===== config.mk =====
export PLATFORM = sky130hd
export DESIGN_NAME = base64_encoder_line_wrap
export DESIGN_NICKNAME = d
export VERILOG_FILES = /design/src/rtl/b64enc_pkg.sv /design/src/rtl/base64_encoder_line_wrap.sv
export SDC_FILE = /design/constraint.sdc
export NUM_CORES = 1
export LEC_CHECK = 0
export ABC_CLOCK_PERIOD_IN_PS = 4450
export BUFFER_PORTS_ARGS = -buffer_cell sky130_fd_sc_hd__buf_2
export CAP_MARGIN = 40
export CORE_ASPECT_RATIO = 0.6
export CORE_MARGIN = 2
export CORE_UTILIZATION = 45
export CTS_BUF_LIST = sky130_fd_sc_hd__clkbuf_4 sky130_fd_sc_hd__clkbuf_8 sky130_fd_sc_hd__clkbuf_16
export CTS_CLUSTER_SIZE = 14
export DETAILED_ROUTE_END_ITERATION = 10
export HOLD_SLACK_MARGIN = 0.1
export PLACE_DENSITY = 0.73
export SLEW_MARGIN = 20
export SYNTH_ARGS = -nofsm -noshare
export SYNTH_HDL_FRONTEND = slang
export SYNTH_SLANG_ARGS = --single-unit

===== constraint.sdc =====
create_clock -name i_clk -period 4.45 [get_ports i_clk]
set_input_delay 0.89 -clock i_clk [delete_from_list [all_inputs] [get_ports i_clk]]
set_output_delay 0.89 -clock i_clk [all_outputs]
set_load 0.01 [all_outputs]

===== src/rtl/b64enc_pkg.sv =====
// shared constants and helpers for the base64 line-wrap encoder
// no dependencies; imported by the top level and its checker
package b64enc_pkg;

    localparam int GROUPS_PER_LINE_DEF = 19;

    localparam logic [7:0] CHAR_PAD = 8'h3d;
    localparam logic [7:0] CHAR_CR  = 8'h0d;
    localparam logic [7:0] CHAR_LF  = 8'h0a;

    localparam logic [1:0] PHASE_FIRST  = 2'd0;
    localparam logic [1:0] PHASE_SECOND = 2'd1;
    localparam logic [1:0] PHASE_THIRD  = 2'd2;

    // standard alphabet lookup
    function automatic logic [7:0] b64_sym(input logic [5:0] v);
        logic [7:0] w;
        w = {2'b00, v};
        if (v < 6'd26) begin
            return 8'h41 + w;
        end else if (v < 6'd52) begin
            return 8'h61 + (w - 8'd26);
        end else if (v < 6'd62) begin
            return 8'h30 + (w - 8'd52);
        end else if (v == 6'd62) begin
            return 8'h2b;
        end else begin
            return 8'h2f;
        end
    endfunction

endpackage


===== src/rtl/base64_encoder_line_wrap.sv =====
// base64 encoder, standard alphabet, optional CR LF after each line of groups
// depends on b64enc_pkg
//
// usage
//   input channel: i_valid / o_ready carry one message byte (i_data_byte) and a
//   flag for the final byte of the message (i_last_byte)
//   output channel: o_valid / i_ready carry one character per transfer, with
//   o_run_end on the last character of a byte and o_message_end on the last
//   character of the message
//   configuration: i_wrap_enable is written when i_wrap_enable_we is high
//   path: a byte's characters go to the pending buffer, then to the output
//   register; one character leaves per cycle while i_ready is high
//   throughput: a byte that makes one character is taken every cycle while
//   i_ready is high; a byte that makes more holds the input until its last
//   character has left the pending buffer for the output port
//   reset: encoder state, line counter and wrap enable go to zero, both
//   channels empty
//   stall: when i_ready is low the output register holds; the pending
//   character buffer keeps one byte's worth, then o_ready drops
module base64_encoder_line_wrap #(
    parameter int GROUPS_PER_LINE = b64enc_pkg::GROUPS_PER_LINE_DEF
) (
    input  logic       i_clk,
    input  logic       i_rst_n,
    input  logic       i_wrap_enable_we,
    input  logic       i_wrap_enable,
    input  logic       i_valid,
    output logic       o_ready,
    input  logic [7:0] i_data_byte,
    input  logic       i_last_byte,
    output logic       o_valid,
    input  logic       i_ready,
    output logic [7:0] o_out_char,
    output logic       o_run_end,
    output logic       o_message_end
);
    import b64enc_pkg::*;

    localparam logic [5:0] GROUPS_LIM = 6'(GROUPS_PER_LINE);

    logic [1:0] r_phase, n_phase;
    logic [3:0] r_carry, n_carry;
    logic [4:0] r_lgc, n_lgc;
    logic       r_wrap;

    logic [7:0] r_buf [4];
    logic [7:0] n_buf [4];
    logic [1:0] r_top, n_top;
    logic [1:0] r_idx;
    logic       r_bvalid;
    logic       r_blast;

    logic       r_ovalid;
    logic [7:0] r_ochar;
    logic       r_orun;
    logic       r_omsg;

    logic       in_xfer;
    logic       out_free;
    logic       buf_pop;
    logic       buf_at_top;
    logic [5:0] lgc_inc;

    assign out_free   = !r_ovalid || i_ready;
    assign buf_at_top = (r_idx == r_top);
    assign buf_pop    = r_bvalid && out_free;
    assign o_ready    = !r_bvalid || (buf_pop && buf_at_top);
    assign in_xfer    = i_valid && o_ready;
    assign lgc_inc    = {1'b0, r_lgc} + 6'd1;

    // per-byte encoding of up to four characters
    always_comb begin
        n_phase = r_phase;
        n_carry = r_carry;
        n_lgc   = r_lgc;
        n_top   = 2'd0;
        for (int k = 0; k < 4; k++) begin
            n_buf[k] = CHAR_PAD;
        end
        unique case (r_phase)
            PHASE_SECOND: begin
                n_buf[0] = b64_sym({r_carry[1:0], i_data_byte[7:4]});
                n_carry  = i_data_byte[3:0];
                n_phase  = PHASE_THIRD;
                if (i_last_byte) begin
                    n_buf[1] = b64_sym({i_data_byte[3:0], 2'b00});
                    n_top    = 2'd2;
                end
            end
            PHASE_THIRD: begin
                n_buf[0] = b64_sym({r_carry, i_data_byte[7:6]});
                n_buf[1] = b64_sym(i_data_byte[5:0]);
                n_carry  = 4'd0;
                n_phase  = PHASE_FIRST;
                n_top    = 2'd1;
                if (lgc_inc >= GROUPS_LIM) begin
                    n_lgc = 5'd0;
                    if (r_wrap) begin
                        n_buf[2] = CHAR_CR;
                        n_buf[3] = CHAR_LF;
                        n_top    = 2'd3;
                    end
                end else begin
                    n_lgc = lgc_inc[4:0];
                end
            end
            default: begin
                n_buf[0] = b64_sym(i_data_byte[7:2]);
                n_carry  = {2'b00, i_data_byte[1:0]};
                n_phase  = PHASE_SECOND;
                if (i_last_byte) begin
                    n_buf[1] = b64_sym({i_data_byte[1:0], 4'b0000});
                    n_top    = 2'd3;
                end
            end
        endcase
        if (i_last_byte) begin
            n_phase = PHASE_FIRST;
            n_carry = 4'd0;
            n_lgc   = 5'd0;
        end
    end

    always_ff @(posedge i_clk) begin
        if (!i_rst_n) begin
            r_phase  <= PHASE_FIRST;
            r_carry  <= 4'd0;
            r_lgc    <= 5'd0;
            r_wrap   <= 1'b0;
            r_bvalid <= 1'b0;
            r_idx    <= 2'd0;
            r_ovalid <= 1'b0;
        end else begin
            if (i_wrap_enable_we) begin
                r_wrap <= i_wrap_enable;
            end
            if (in_xfer) begin
                r_phase  <= n_phase;
                r_carry  <= n_carry;
                r_lgc    <= n_lgc;
                r_bvalid <= 1'b1;
                r_idx    <= 2'd0;
            end else if (buf_pop) begin
                if (buf_at_top) begin
                    r_bvalid <= 1'b0;
                end else begin
                    r_idx <= r_idx + 2'd1;
                end
            end
            if (out_free) begin
                r_ovalid <= r_bvalid;
            end
        end
    end

    // payload registers
    always_ff @(posedge i_clk) begin
        if (in_xfer) begin
            r_buf   <= n_buf;
            r_top   <= n_top;
            r_blast <= i_last_byte;
        end
        if (out_free) begin
            r_ochar <= r_buf[r_idx];
            r_orun  <= buf_at_top;
            r_omsg  <= buf_at_top && r_blast;
        end
    end

    assign o_valid       = r_ovalid;
    assign o_out_char    = r_ochar;
    assign o_run_end     = r_orun;
    assign o_message_end = r_omsg;

endmodule


Yosys cells after proc, flatten, opt, wreduce, memory -nomap -nowiden
Index checks and enable logic that the tools add are counted.
{"block": "totals", "output_inout_bits": 12, "register_bits": 61, "elab_cells": 138}
{"block": "op_classes", "eq_ne": 7, "reduce_logical": 16, "n_addsub": 32, "order_cmp": 20, "bitwise_logic": 3, "n_mux": 44}
{"op": "$mux 8", "count": 22}
{"op": "$lt 6x6->1 const B", "count": 12}
{"op": "$add 7x6->8 const A", "count": 6}
{"op": "$add 7x7->8 const A", "count": 6}
{"op": "$add 7x8->8 const A", "count": 6}
{"op": "$sub 6x5->7 const B", "count": 6}
{"op": "$sub 6x6->7 const B", "count": 6}
{"op": "$lt 6x5->1 const B", "count": 6}
{"op": "$pmux 16 s2", "count": 1}
{"op": "$eq 6x6->1 const B", "count": 4}
{"op": "$bmux 8 s2", "count": 1}
{"op": "$mux 5", "count": 3}
{"op": "$mux 14", "count": 1}
{"op": "$mux 3", "count": 4}
{"op": "$mux 2", "count": 5}
{"op": "$pmux 2 s2", "count": 2}
{"op": "$pmux 4 s2", "count": 1}
{"op": "$reduce_and 2->1", "count": 4}
{"op": "$add 5x1->6 const B", "count": 1}
{"op": "$ge 6x5->1 const B", "count": 1}
{"op": "$reduce_bool 2->1", "count": 3}
{"op": "$logic_and 1x1->1", "count": 4}
{"op": "$mux 4", "count": 1}
{"op": "$ge 3x3->1 const B", "count": 1}
{"op": "other kinds (10)", "count": 15}

Depth between registers and ports, before layout
{"block": "logic_depth", "depth_word": 8, "depth_mapped": 12, "mapped_depth_nobuf": 10}

Worst setup path before layout
Ideal clock, no wire load.
{"block": "synth_path", "kind": "input to register", "start": "input i_data_byte[7]", "end": "register r_buf[30] in the netlist's numbering (data pin)", "stages": 12, "setup_time_ps": 263, "slack_ps": 1170, "n_path_buf": 2, "arrival_ps": 3017, "cell_sequence": "clkbuf_1 > clkbuf_1 > inv_1 > ha_1 > a21oi_1 > nand2b_1 > nand2_1 > ha_1 > xnor2_1 > a22oi_1 > o22ai_1 > a2111o_1"}
{"element": "from (decl)", "line_no": "base64_encoder_line_wrap.sv:29", "rtl": "input logic [7:0] i_data_byte,"}
{"element": "to (signal assigned)", "line_no": "base64_encoder_line_wrap.sv:159", "rtl": "r_buf <= n_buf;"}
{"element": "to (decl)", "line_no": "base64_encoder_line_wrap.sv:46", "rtl": "logic [7:0] r_buf [4];"}

==> impl_metrics.json <==
{
  "insertion_delay_ps": 290,
  "p_per_area_mw_per_mm2": 268,
  "via_count": 4198,
  "synth-xor-area-share_pct": 10.6,
  "synth_top_area_share_pct": 20.4,
  "start_util_pct": 46.3,
  "start_kind": "input pin",
  "startpoint": "i_data_byte[3]",
  "hp-class": "register to register",
  "hold-worst-slack_ps": 537,
  "slew_violations": 0,
  "yosysTopAreaCell": "edfxtp_1",
  "dp_hpwl_um": 9780,
  "grt_max_degree": 30,
  "required_ps": 4480,
  "syn-cell-area_mm2": 0.00455,
  "async_flop_share_pct": 0,
  "critical_path_arrival_ps": 3330,
  "synth-seq-cells": 47,
  "yosys.area_share.simple_pct": 18.6,
  "yosysSeqAreaShare_pct": 27.5,
  "syn_inst": 547,
  "ant_nets": 0,
  "portBuffers": 26,
  "fin_skew_ps": 3.84,
  "synth_area_per_cell_um2": 8.32,
  "viasPerCell": 6.11,
  "layout_common_cells": "nand2_1 (58), ha_1 (48), a21oi_1 (44)",
  "drt_first_pass_iters": 5,
  "antenna_found_initial": 0,
  "final_common_cell": "nand2_1",
  "syn_nets": 610,
  "dieHeight_um": 81.9,
  "clkTransAtPathRegs_ps": 60,
  "run_status": "complete, no violations",
  "io_pins": 27,
  "min_path_cells": 2,
  "cts_tree": "done",
  "fin_tns_setup_ps": 0,
  "rsz0062_at_grt": "no",
  "dieArea_mm2": 0.0110,
  "setup_violations": 0,
  "area_growth_pct": 7.80,
  "synth_top_family_by_area": "compound AO/OA/AOI/OAI gates",
  "wl_um": 12900,
  "power_leakage_nw": 1.94,
  "top_usage_layer": "met1",
  "track_usage_pct": 23.8,
  "globalRouteMet3Util_pct": 6.42,
  "synthMuxAreaShare_pct": 2.03,
  "synth_edf_count": 31,
  "grt_pass1_wl_um": 20100,
  "finalCriticalPeriod_ps": 3300,
  "relSlewSlack_pct": 46.5,
  "drc_errors": 0,
  "utilization_pct": 49.9,
  "synthTopCellsByArea": "edfxtp_1 (20%), ha_1 (13%), dfxtp_1 (7.0%)",
  "clock_path_buffers": 2,
  "critPathKind": "input pin to register",
  "cts_resized": 0,
  "r2r_cells": 8,
  "numCtsBuffers": 5,
  "grt-ovfl-total": 0,
  "postCtsHoldBufs": 0,
  "globalplace.congestion": 1.06,
  "die_x_um": 134,
  "hold_violations": 0,
  "drt_iter0_markers": 683,
  "core-area_mm2": 0.00984,
  "cp_max_fo": 15,
  "antenna_cells": 0,
  "routedWlPerCell_um": 18.8,
  "synth_compound_area_share_pct": 23.4,
  "synth_fa_ha_area_share_pct": 13.2,
  "ir_worst_vdd_mv": 0.190,
  "r2r-end": "r_buf[31]",
  "rr_startpoint": "r_carry[0]",
  "synth_cell_types": 62,
  "critPathCaptureType": "register",
  "cts_setup_buffers": 0,
  "synth_warnings": 0,
  "r2r_slack_ps": 1440,
  "fmax_mhz": 303,
  "rows": 28,
  "nNetsFinal": 614,
  "fin_crit_sh_pct": 74.2,
  "grt_use_met1_pct": 38.8,
  "use_met2_pct": 30.0,
  "cts-root-buf": "clkbuf_16",
  "drv_cap": 0,
  "htreeDepth": 2,
  "crit_end": "r_buf[30]",
  "drive_above_1_share_pct": 8.70,
  "worst_slew_pin_slew_ps": 803,
  "grt_pass1_vias": 3575,
  "cts.sinks": 47,
  "synthFlopType": "edfxtp_1"
}
-- worst max-delay path, stage by stage --
cell and delay (ps):
buf_2 300, clkinv_1 450, ha_1 380, xor2_1 180
nor3b_1 350, a21oi_1 150, xnor2_1 190, nor3_1 70
a2111o_1 360
-- registers in the layout (all words and copies together) (netlist names) --
register,flops
r_top,2
r_bvalid,1
o_message_end,1
o_valid,1
r_blast,1
r_lgc,5
r_wrap,1
o_out_char,8
r_carry,4
o_run_end,1
r_phase,2
r_idx,2
r_buf,18
-- cells in the mapped netlist (5+ instances only) --
cell type	count
a31oi_1	10
o211ai_1	7
o22ai_1	7
mux2i_1	7
xor2_1	25
nor2_1	35
inv_1	20
nand2b_1	8
nor3_1	8
ha_1	48
xnor2_1	28
nor2b_1	15
nand2_1	58
o221ai_1	6
nand3_1	26
dfxtp_1	16
edfxtp_1	31
clkbuf_1	24
o21ai_0	29
a211oi_1	11
a21o_1	10
a21oi_1	44
a21boi_0	5
-- worst min path at each step --
stage	from	to	slack [ps]
finish	r_wrap	r_wrap	540
global route	r_wrap	r_wrap	570
CTS	r_lgc[4]	r_lgc[4]	530
detailed placement	r_lgc[4]	r_lgc[4]	510
global placement	r_lgc[4]	r_lgc[4]	500
floorplan	r_wrap	r_wrap	480
-- per-layer routing --
layer | vias up | wire length [um]
met2 | 267 | 4760
met1 | 1936 | 6280
met5 | - | 0
met4 | 0 | 114
met3 | 17 | 1780
li1 | 1978 | -
-- metrics by stage --
step                      power (mW)  std cells  setup slack, ps  cell area [um2]
after floorplan                0.778        547             1170             4550
after global routing            1.37        687              977             4910
final                           1.31        687             1150             4910
after global placement         0.879        679              973             4740
after CTS                       1.31        687             1230             4910
after detailed placement       0.881        679              947             4740
-- final cells by class --
type | count | area, um2
inverter | 23 | 86.3
clock inverter | 2 | 37.5
tap | 135 | 169
sequential | 47 | 1250
multi-input combinational | 446 | 3090
clock buffer | 6 | 133
fill | 923 | 4940
timing repair buffer | 28 | 145
-- logic make-up (layout without fill, tap and decap cells) --
kind of cell | after synthesis | count (layout)
fa+ha+maj | 48 | 48
compound gates | 159 | 159
flops | 47 | 47
mux | 9 | 9
xor+xnor | 54 | 54
simple gates | 176 | 176
buf+inv | 54 | 59
-- power breakdown --
part	switching (mW)	total (mW)	internal [mW]
Clock	0.158	0.429	0.271
Sequential	0.0197	0.531	0.511
Combinational	0.224	0.354	0.130
Total	0.402	1.31	0.913
Power figures use the tool's default switching activity.
